`src/hw/rtl/seat_occ_pkg.sv`:
```
// Shared types, register indexes and helpers for the seat occupancy core.
// No dependencies.
package seat_occ_pkg;

    localparam int COUNT_WIDTH = 16;
    localparam int LIMIT_WIDTH = 16;
    localparam int CMP_WIDTH   = (COUNT_WIDTH > LIMIT_WIDTH) ? COUNT_WIDTH : LIMIT_WIDTH;

    localparam int CFG_INDEX_WIDTH = 8;
    localparam int CFG_DATA_WIDTH  = 16;

    localparam logic [CFG_INDEX_WIDTH-1:0] REG_WINDOW_SAMPLES  = 8'd0;
    localparam logic [CFG_INDEX_WIDTH-1:0] REG_IDLE_LIMIT      = 8'd1;
    localparam logic [CFG_INDEX_WIDTH-1:0] REG_ALERT_LIMIT     = 8'd2;
    localparam logic [CFG_INDEX_WIDTH-1:0] REG_LIGHT_THRESHOLD = 8'd3;

    localparam logic [7:0]  RST_WINDOW_SAMPLES  = 8'd20;
    localparam logic [15:0] RST_IDLE_LIMIT      = 16'd600;
    localparam logic [15:0] RST_ALERT_LIMIT     = 16'd300;
    localparam logic [11:0] RST_LIGHT_THRESHOLD = 12'd3700;

    typedef logic [COUNT_WIDTH-1:0] count_t;

    typedef enum logic [1:0] {
        OCCUPIED   = 2'd0,
        VACANT     = 2'd1,
        SUSPICIOUS = 2'd2
    } seat_state_t;

    typedef struct packed {
        logic        motion_level;
        logic [11:0] light_level;
    } in_item_t;

    typedef struct packed {
        logic [1:0] seat_state;
        logic       state_changed;
        logic       flag_alert;
        logic       window_closed;
    } out_item_t;

    typedef struct packed {
        logic [7:0]  window_samples;
        logic [15:0] idle_limit;
        logic [15:0] alert_limit;
        logic [11:0] light_threshold;
    } cfg_t;

    // saturating increment
    function automatic count_t sat_inc(input count_t v);
        return (v == {COUNT_WIDTH{1'b1}}) ? v : v + count_t'(1);
    endfunction

    function automatic logic count_ge(input count_t v, input logic [LIMIT_WIDTH-1:0] lim);
        return CMP_WIDTH'(v) >= CMP_WIDTH'(lim);
    endfunction

endpackage

```
`src/hw/rtl/seat_occupancy_state_machine_core.sv`:
```
// Top level of the seat occupancy core: input register, step logic, result register.
// Depends on seat_occ_pkg, seat_occ_cfg_regs, seat_occ_step.
//
//  channel   ports                           payload
//  input     s_valid / s_ready / s_data      in_item_t  (motion, light)
//  result    m_valid / m_ready / m_data      out_item_t (state, changed, flag, closed)
//  config    cfg_valid / cfg_ready           cfg_index, cfg_data
//
//  One result per sample; one sample per cycle sustained while m_ready stays high, passing
//  through the input register, then the result register written as the state updates.
//  A stalled result holds; the input register still takes one more transaction.
//  Synchronous active-low reset restores register defaults and a vacant seat.
//  cfg_ready is always high.
module seat_occupancy_state_machine_core (
    input  logic                                    aclk,
    input  logic                                    aresetn,
    input  logic                                    s_valid,
    output logic                                    s_ready,
    input  seat_occ_pkg::in_item_t                  s_data,
    output logic                                    m_valid,
    input  logic                                    m_ready,
    output seat_occ_pkg::out_item_t                 m_data,
    input  logic                                    cfg_valid,
    output logic                                    cfg_ready,
    input  logic [seat_occ_pkg::CFG_INDEX_WIDTH-1:0] cfg_index,
    input  logic [seat_occ_pkg::CFG_DATA_WIDTH-1:0]  cfg_data
);

    seat_occ_pkg::cfg_t      cfg;
    seat_occ_pkg::in_item_t  in_data_reg;
    logic                    in_valid_reg;
    seat_occ_pkg::out_item_t out_data_reg;
    logic                    out_valid_reg;
    seat_occ_pkg::out_item_t step_result;
    logic                    advance;

    assign cfg_ready = 1'b1;

    seat_occ_cfg_regs u_cfg (
        .aclk     (aclk),
        .aresetn  (aresetn),
        .wr_en    (cfg_valid),
        .wr_index (cfg_index),
        .wr_data  (cfg_data),
        .cfg      (cfg)
    );

    assign advance = in_valid_reg && (!out_valid_reg || m_ready);
    assign s_ready = !in_valid_reg || advance;

    seat_occ_step u_step (
        .aclk    (aclk),
        .aresetn (aresetn),
        .step_en (advance),
        .item    (in_data_reg),
        .cfg     (cfg),
        .result  (step_result)
    );

    always_ff @(posedge aclk) begin
        if (!aresetn) begin
            in_valid_reg  <= 1'b0;
            out_valid_reg <= 1'b0;
        end else begin
            if (s_valid && s_ready) begin
                in_valid_reg <= 1'b1;
            end else if (advance) begin
                in_valid_reg <= 1'b0;
            end
            if (advance) begin
                out_valid_reg <= 1'b1;
            end else if (m_ready) begin
                out_valid_reg <= 1'b0;
            end
        end
    end

    always_ff @(posedge aclk) begin
        if (s_valid && s_ready) begin
            in_data_reg <= s_data;
        end
        if (advance) begin
            out_data_reg <= step_result;
        end
    end

    assign m_valid = out_valid_reg;
    assign m_data  = out_data_reg;

endmodule

```
`src/hw/rtl/seat_occ_cfg_regs.sv`:
```
// Configuration register file for the seat occupancy core.
// Depends on seat_occ_pkg.
module seat_occ_cfg_regs (
    input  logic                                    aclk,
    input  logic                                    aresetn,
    input  logic                                    wr_en,
    input  logic [seat_occ_pkg::CFG_INDEX_WIDTH-1:0] wr_index,
    input  logic [seat_occ_pkg::CFG_DATA_WIDTH-1:0]  wr_data,
    output seat_occ_pkg::cfg_t                      cfg
);

    seat_occ_pkg::cfg_t cfg_reg;

    always_ff @(posedge aclk) begin
        if (!aresetn) begin
            cfg_reg.window_samples  <= seat_occ_pkg::RST_WINDOW_SAMPLES;
            cfg_reg.idle_limit      <= seat_occ_pkg::RST_IDLE_LIMIT;
            cfg_reg.alert_limit     <= seat_occ_pkg::RST_ALERT_LIMIT;
            cfg_reg.light_threshold <= seat_occ_pkg::RST_LIGHT_THRESHOLD;
        end else if (wr_en) begin
            case (wr_index)
                seat_occ_pkg::REG_WINDOW_SAMPLES:  cfg_reg.window_samples  <= wr_data[7:0];
                seat_occ_pkg::REG_IDLE_LIMIT:      cfg_reg.idle_limit      <= wr_data[15:0];
                seat_occ_pkg::REG_ALERT_LIMIT:     cfg_reg.alert_limit     <= wr_data[15:0];
                seat_occ_pkg::REG_LIGHT_THRESHOLD: cfg_reg.light_threshold <= wr_data[11:0];
                default: ;
            endcase
        end
    end

    assign cfg = cfg_reg;

endmodule

```
`src/hw/rtl/seat_occ_step.sv`:
```
// Window and occupancy state machine: holds the seat state and counters,
// computes one result per step. Depends on seat_occ_pkg.
module seat_occ_step (
    input  logic                     aclk,
    input  logic                     aresetn,
    input  logic                     step_en,
    input  seat_occ_pkg::in_item_t   item,
    input  seat_occ_pkg::cfg_t       cfg,
    output seat_occ_pkg::out_item_t  result
);

    logic [7:0]                  sample_count_reg, sample_count_next;
    logic                        motion_seen_reg, motion_seen_next;
    seat_occ_pkg::seat_state_t   occ_reg, occ_next;
    seat_occ_pkg::count_t        idle_count_reg, idle_count_next;
    seat_occ_pkg::count_t        alert_count_reg, alert_count_next;

    logic [8:0] count_inc;
    logic       closed;
    logic       seen;
    logic       changed;
    logic       flag;

    assign count_inc = {1'b0, sample_count_reg} + 9'd1;
    // window of zero behaves like one
    assign closed    = count_inc >= {1'b0, cfg.window_samples};
    assign seen      = motion_seen_reg | item.motion_level;

    // next state
    always_comb begin
        sample_count_next = count_inc[7:0];
        motion_seen_next  = seen;
        occ_next          = occ_reg;
        idle_count_next   = idle_count_reg;
        alert_count_next  = alert_count_reg;
        changed           = 1'b0;
        flag              = 1'b0;
        if (closed) begin
            sample_count_next = '0;
            motion_seen_next  = 1'b0;
            if (seen) begin
                if (occ_next != seat_occ_pkg::OCCUPIED) begin
                    occ_next = seat_occ_pkg::OCCUPIED;
                    changed  = 1'b1;
                end
                idle_count_next  = '0;
                alert_count_next = '0;
            end else if (occ_next == seat_occ_pkg::OCCUPIED) begin
                idle_count_next = seat_occ_pkg::sat_inc(idle_count_next);
            end

            // light check; a zero limit fires even right after motion
            if (seat_occ_pkg::count_ge(idle_count_next, cfg.idle_limit) &&
                occ_next == seat_occ_pkg::OCCUPIED) begin
                if (item.light_level > cfg.light_threshold) begin
                    occ_next         = seat_occ_pkg::SUSPICIOUS;
                    alert_count_next = '0;
                end else begin
                    occ_next = seat_occ_pkg::VACANT;
                end
                changed = 1'b1;
            end

            if (occ_next == seat_occ_pkg::SUSPICIOUS) begin
                alert_count_next = seat_occ_pkg::sat_inc(alert_count_next);
                if (seat_occ_pkg::count_ge(alert_count_next, cfg.alert_limit)) begin
                    flag             = 1'b1;
                    alert_count_next = '0;
                end
            end
        end
    end

    // outputs
    always_comb begin
        result.seat_state    = occ_next;
        result.state_changed = changed;
        result.flag_alert    = flag;
        result.window_closed = closed;
    end

    always_ff @(posedge aclk) begin
        if (!aresetn) begin
            sample_count_reg <= '0;
            motion_seen_reg  <= 1'b0;
            occ_reg          <= seat_occ_pkg::VACANT;
            idle_count_reg   <= '0;
            alert_count_reg  <= '0;
        end else if (step_en) begin
            sample_count_reg <= sample_count_next;
            motion_seen_reg  <= motion_seen_next;
            occ_reg          <= occ_next;
            idle_count_reg   <= idle_count_next;
            alert_count_reg  <= alert_count_next;
        end
    end

endmodule

```
`config.mk`:
```
export PLATFORM = sky130hd
export DESIGN_NAME = seat_occupancy_state_machine_core
export DESIGN_NICKNAME = d
export VERILOG_FILES = /design/src/hw/rtl/seat_occ_pkg.sv /design/src/hw/rtl/seat_occupancy_state_machine_core.sv /design/src/hw/rtl/seat_occ_cfg_regs.sv /design/src/hw/rtl/seat_occ_step.sv
export SDC_FILE = /design/constraint.sdc
export NUM_CORES = 1
export LEC_CHECK = 0
export BUFFER_PORTS_ARGS = -buffer_cell sky130_fd_sc_hd__buf_2
export CORE_MARGIN = 10
export CORE_UTILIZATION = 49
export DETAILED_ROUTE_END_ITERATION = 10
export PLACE_DENSITY = 0.67
export SETUP_SLACK_MARGIN = 0.05
export SKIP_CTS_REPAIR_TIMING = 1
export SLEW_MARGIN = 30
export SYNTH_ARGS = -nofsm -noshare
export SYNTH_HDL_FRONTEND = slang
export SYNTH_HIERARCHICAL = 1
export SYNTH_SLANG_ARGS = --single-unit
```
`constraint.sdc`:
```
create_clock -name aclk -period 13.7 [get_ports aclk]
set_input_delay 0.685 -clock aclk [delete_from_list [all_inputs] [get_ports aclk]]
set_output_delay 0.685 -clock aclk [all_outputs]
set_load 0.02 [all_outputs]
```
-- Word-level counts from Yosys, hierarchy flattened
Index checks and enable logic that the tools add are counted.
- ROM bits: 0
- flip-flop bits (word level): 115
- output and inout bits: 8
- bits in latches: 0
- memories: 0
- memory bits (writable): 0
- add/subtract/negate cells: 3
- shift operators: 0
- bitwise operators: 1
- muxes and demuxes: 28
- eq/ne operators: 6
- reductions and logical operators: 19
- divide/modulo/power cells: 0
- multiply operators: 0
- magnitude comparators: 4
- operators with widths (operator ; number):
    16-bit two-way mux ; 11
    16-bit by 1-bit adder with 16-bit output (second input constant) ; 2
    16-bit == test (second input constant) ; 2
    16-bit greater-or-equal comparator ; 2
    8-bit by 2-bit == test with 1-bit output (second input constant) ; 2
    2-bit two-way mux ; 7
    12-bit greater-than comparator ; 1
    2-bit AND reduction ; 6
    8-bit by 1-bit adder with 9-bit output (second input constant) ; 1
    9-bit by 8-bit greater-or-equal comparator with 1-bit output ; 1
    1-bit two-way mux ; 9
    8-bit by 1-bit == test with 1-bit output (second input constant) ; 1
    8-bit zero test ; 1
    8-bit two-way mux ; 1
    2-bit nonzero test ; 3
    2-bit zero test ; 2
    1-bit logical AND ; 3
    2-bit == test (second input constant) ; 1
    1-bit zero test ; 2
    1-bit logical OR ; 2
    1-bit OR ; 1

-- Depth between registers and ports, before layout
- depth in word-level cells: 14
- mapped depth: 34
- mapped depth without buffers: 33

-- Hierarchy
The synthesis kept the hierarchy.
- by module, submodules not included (module ; cells each ; instances ; seq. area each (µm²) ; area an instance (µm²)):
    seat_occ_step ; 563 ; 1 ; 860.8 ; 4344.2
    seat_occ_cfg_regs ; 201 ; 1 ; 1041.0 ; 2063.2
    seat_occupancy_state_machine_core ; 29 ; 1 ; 580.6 ; 655.6

-- Worst setup path after synthesis
OpenSTA, ideal clock, no wires.
- path kind: reg2reg
- from: register u_step.idle_count_reg[0]
- to: register u_step.alert_count_reg[9]
- period minus slack after synthesis: 6523 ps
- arrival time: 6461 ps
- setup slack: 7177 ps
- stages on the path, launching flop included: 35
- data required time: 13638 ps
- path through: dfxtp_1 -> ha_1 -> nand3_1 -> nor2_1 -> a21oi_2 -> and4_1 -> nor3b_1 -> xnor2_1 -> nor2_1 -> ha_1 -> a21oi_1 -> o21a_1 -> o221ai_1 -> a22oi_4 -> nor2_4 -> nor2_2 -> and2_1 -> ha_1 -> nand3_1 -> nor4_1 -> nand2b_1 -> o21bai_4 -> nand2_1 -> xor2_1 -> nor2_1 -> ha_1 -> a2111o_1 -> a31oi_1 -> o21ai_1 -> a211o_1 -> nor3b_2 -> o211a_4 -> buf_6 -> o211ai_1 -> nand3_1
- longest elaborated chain between the ends: 14
- elaborated cells between the ends (all ways): 19
- those cells by class: 2 x add/sub; 2 x order compare; 3 x eq/ne; 11 x mux; 1 x reduce/logical
- ends and longest elaborated chain (item ; line ; source):
    start, declared ; seat_occ_step.sv:15 ; seat_occ_pkg::count_t idle_count_reg, idle_count_next;
    start signal, assigned ; seat_occ_step.sv:93 ; idle_count_reg <= idle_count_next;
    16-bit by 1-bit adder with 16-bit output or 16-bit == test (tied branches) ; seat_occ_pkg.sv:51 ; return (v == {COUNT_WIDTH{1'b1}}) ? v : v + count_t'(1);
    16-bit two-way mux ; seat_occ_pkg.sv:51 ;
    16-bit two-way mux * ; seat_occ_step.sv:48 ; end else if (occ_next == seat_occ_pkg::OCCUPIED) begin
    16-bit two-way mux * ; seat_occ_step.sv:41 ; if (seen) begin
    16-bit two-way mux * ; seat_occ_step.sv:38 ; if (closed) begin
    16-bit greater-or-equal comparator * ; seat_occ_pkg.sv:55 ; return CMP_WIDTH'(v) >= CMP_WIDTH'(lim);
    1-bit logical AND * ; seat_occ_step.sv:53 ; if (seat_occ_pkg::count_ge(idle_count_next, cfg.idle_limit) &&
    16-bit two-way mux ; seat_occ_step.sv:53 ;
    16-bit two-way mux ; seat_occ_step.sv:38 ;
    16-bit by 1-bit adder with 16-bit output or 16-bit == test (tied branches) ; seat_occ_pkg.sv:51 ;
    16-bit two-way mux ; seat_occ_pkg.sv:51 ;
    16-bit greater-or-equal comparator ; seat_occ_pkg.sv:55 ;
    16-bit two-way mux ; seat_occ_step.sv:66 ; if (seat_occ_pkg::count_ge(alert_count_next, cfg.alert_limit)) begin
    16-bit two-way mux * ; seat_occ_step.sv:64 ; if (occ_next == seat_occ_pkg::SUSPICIOUS) begin
    end signal, assigned ; seat_occ_step.sv:94 ; alert_count_reg <= alert_count_next;
    end, declared ; seat_occ_step.sv:16 ; seat_occ_pkg::count_t alert_count_reg, alert_count_next;
Mark *: on every way between the ends. The rest lies on a longest branch, timed or not. The select of a mux whose other input is x is not followed.
A chain may end at the register's enable or synchronous reset.

-- Worst setup path after layout
- from: register u_step.idle_count_reg[0]
- to: register u_step.alert_count_reg[4]
The elaborated chain is that of the path after synthesis.

==> flow_metrics.py <==
metrics = {
    "power": {
        "power_density_nw_per_um2": 103,
        "vdd_drop_max_uv": 77.2,
        "totalPowerFinal_uw": 824,
        "p_leak_uw": 0.00356,
    },
    "placed_design": {
        "place_hpwl_um": 12500,
        "place_congestion": 0.861,
        "port_buffers": 48,
    },
    "layout": {
        "synthToLayoutAreaGrowth_pct": 12.7,
        "largest_reg_flops": 52,
        "num-fill-cells": 1266,
        "layout-drive-gt1-share_pct": 13.9,
        "diodes": 0,
        "nets": 928,
    },
    "cts": {
        "root_buffer": "clkbuf_16",
        "cts.sinks": 115,
        "clk_pin_slew_ps": 60,
        "h-tree-depth": 4,
        "cts_buffer_depth": 2,
        "clkLatencyLatePin_ps": 410,
        "cts_buffers": 17,
        "cts_tree": "done",
    },
    "yosys": {
        "yosysWarnings": 6,
        "synth.area.top_cells": "dfxtp_1 27%, ha_1 9.7%, mux2i_1 7.8%",
        "synth.top_cells.by_count": "117 x nand2_1, 97 x dfxtp_1, 58 x inv_1, 55 x ha_1, 55 x mux2i_1",
        "synth_seq_area_share_pct": 35.1,
        "synth.top_cell.area_share_pct": 27.5,
        "syn-instance-count": 793,
        "syn_nets": 890,
        "synth_compound_gate_area_share_pct": 15.2,
        "async_reset_ff_share_pct": 0,
        "synth-main-ff-cell": "dfxtp_1",
        "muxShareOfSynthArea_pct": 8.01,
        "ys_ff_latch": 115,
        "yosysMostFrequentCell": "nand2_1",
        "synth-edff-count": 18,
        "syn_area_um2": 7060,
        "yosys.area_share.simple_pct": 22.1,
        "yosysTopAreaCell": "dfxtp_1",
        "syn_avg_cell_area_um2": 8.91,
        "ys_types": 78,
        "synthAdderAreaFrac_pct": 9.74,
        "synthXorXnorAreaFrac_pct": 3.58,
        "synth_top_family_by_area": "simple AND/OR/NAND/NOR gates",
    },
    "detailed_routing": {
        "vias": 5726,
        "via_per_inst": 5.59,
        "routed_wl_um": 17000,
        "wl_per_cell_um": 16.6,
        "drc": 0,
        "ant_nets": 0,
        "drt_pass1_iterations": 6,
        "drt_iter0_drc": 348,
    },
    "timing": {
        "slew_viol_final": 0,
        "layout_min_cycle_time_ps": 7710,
        "worstMarginPinSlew_ps": 930,
        "hold_viol": 0,
        "maxSlewHeadroom_pct": 37.8,
        "fin_tns_setup_ps": 0,
        "final-setup-viol-count": 0,
        "fin_skew_ps": 8.23,
        "max_freq_mhz": 130,
        "rsz0062_at_grt": "no",
        "min_period_over_period_pct": 56.3,
        "holdWs_ps": 442,
    },
    "run_status": {
        "status": "finished, final reports clean",
    },
    "global_route": {
        "antenna_found_initial": 0,
        "grt-ovfl-total": 0,
        "grt_max_degree": 92,
        "grt_usage_pct": 17.3,
        "grt_pass1_vias": 5755,
        "grt_pass1_wl_um": 28100,
    },
    "run": {
        "maxCapViolCount": 0,
    },
    "critical_path": {
        "critPathKind": "reg -> reg",
        "cp_max_fo": 15,
        "critPathMaxStageDelay_ps": 390,
        "cp.required_ps": 14030,
        "cp-start-kind": "register",
        "slowest_stage": "nor2_2",
        "cp_data_arrival_time_ps": 8030,
        "end_kind": "register",
        "path_common_cell": "ha_1",
    },
    "worst_hold_path": {
        "min_path_type": "in -> reg",
    },
    "die": {
        "initial_core_util_pct": 50.5,
        "ios": 50,
        "die_h_um": 140,
        "rows": 43,
        "fp.coreArea_um2": 14000,
        "fp.dieW_um": 140,
        "die_area_um2": 19600,
    },
}
cell type report:
cell class	instances	area [um2]	area share [%]
flip-flops and latches	115	2480	31.2
multi-input cells	583	4150	52.1
clock inverters	10	100	1.26
repair buffers	56	307	3.85
well taps	180	225	2.83
clock buffers	22	485	6.10
inverters	58	218	2.73
metal layers:
layer / global-route usage (%) / up-vias / routed length [um] / share of wire [%]
met3: 4.39 / 23 / 638 / 3.8
li1: - / 2855 / - / -
met4: 5.98 / 0 / 246 / 1.4
met5: 0 / - / 0 / 0
met2: 28.6 / 113 / 8080 / 48
met1: 21.3 / 2735 / 8040 / 47
power by group:
group / internal (uW) / leakage, uW / switching, uW
combinational: 14.8 / 0.00234 / 26.5
clock: 271 / 0.000271 / 163
sequential: 347 / 0.000954 / 1.93
path summary, 6_finish.rpt:
kind	startpoint	endpoint	slack [ps]	cells past startpoint
hold / removal	s_data[3]	in_data_reg[3]	440	1
setup reg to reg	u_step/idle_count_reg[0]	u_step/alert_count_reg[4]	5990	33
setup / recovery	u_step/idle_count_reg[0]	u_step/alert_count_reg[4]	5990	33
hold reg to reg	u_cfg/cfg[40]	u_cfg/cfg[40]	460	2
per-stage QoR:
step                setup WS, ps  instances  area, um2  utilization, %
CTS                         6040       1024       7960            56.9
global route                5380       1024       7960            56.9
finish                      5990       1024       7960            56.9
global placement            6300        991       7370            52.7
floorplan                   7180        793       7060               -
detailed placement          6100        992       7380            52.7
cells by family (layout without fill, tap and decap cells):
kind of cell             count (synthesis)  after routing
AO/OA/AOI/OAI                          141            141
XOR/XNOR                                28             28
other                                    1              1
adder cells (fa/ha/maj)                 55             55
buffers and inverters                   95            146
flip-flops                             115            115
multiplexers                            56             56
AND/OR/NAND/NOR                        302            302
layout by cell type (no fill, tap or decap), types with 6 or more instances in the layout:
cell | Yosys | final
nand2_1 | 117 | 117
clkbuf_16 | 0 | 18
a21boi_0 | 14 | 14
nor2b_1 | 37 | 37
buf_4 | 7 | 8
mux2i_1 | 55 | 55
a21oi_1 | 31 | 31
ha_1 | 55 | 55
nand3_1 | 24 | 24
inv_1 | 58 | 58
o21ai_0 | 25 | 25
and3_1 | 10 | 10
buf_2 | 4 | 47
o211ai_1 | 7 | 7
a22o_1 | 8 | 8
nor4_1 | 7 | 7
a211oi_1 | 6 | 6
nor2_1 | 41 | 41
dfxtp_1 | 97 | 97
a31oi_1 | 7 | 7
xnor2_1 | 11 | 11
nand4_1 | 20 | 20
xor2_1 | 16 | 16
and2_1 | 6 | 6
edfxtp_1 | 18 | 18
worst max-delay path: cells and delay by family, from the launching register on:
kind | cells | cell delay [ps]
xor gates and xnor gates | 2 | 340
and+or+nand+nor | 15 | 3060
adders and majority gates | 4 | 970
AOI/OAI and AO/OA | 12 | 2880
DFF | 1 | 350
Power figures use the tool's default switching activity.
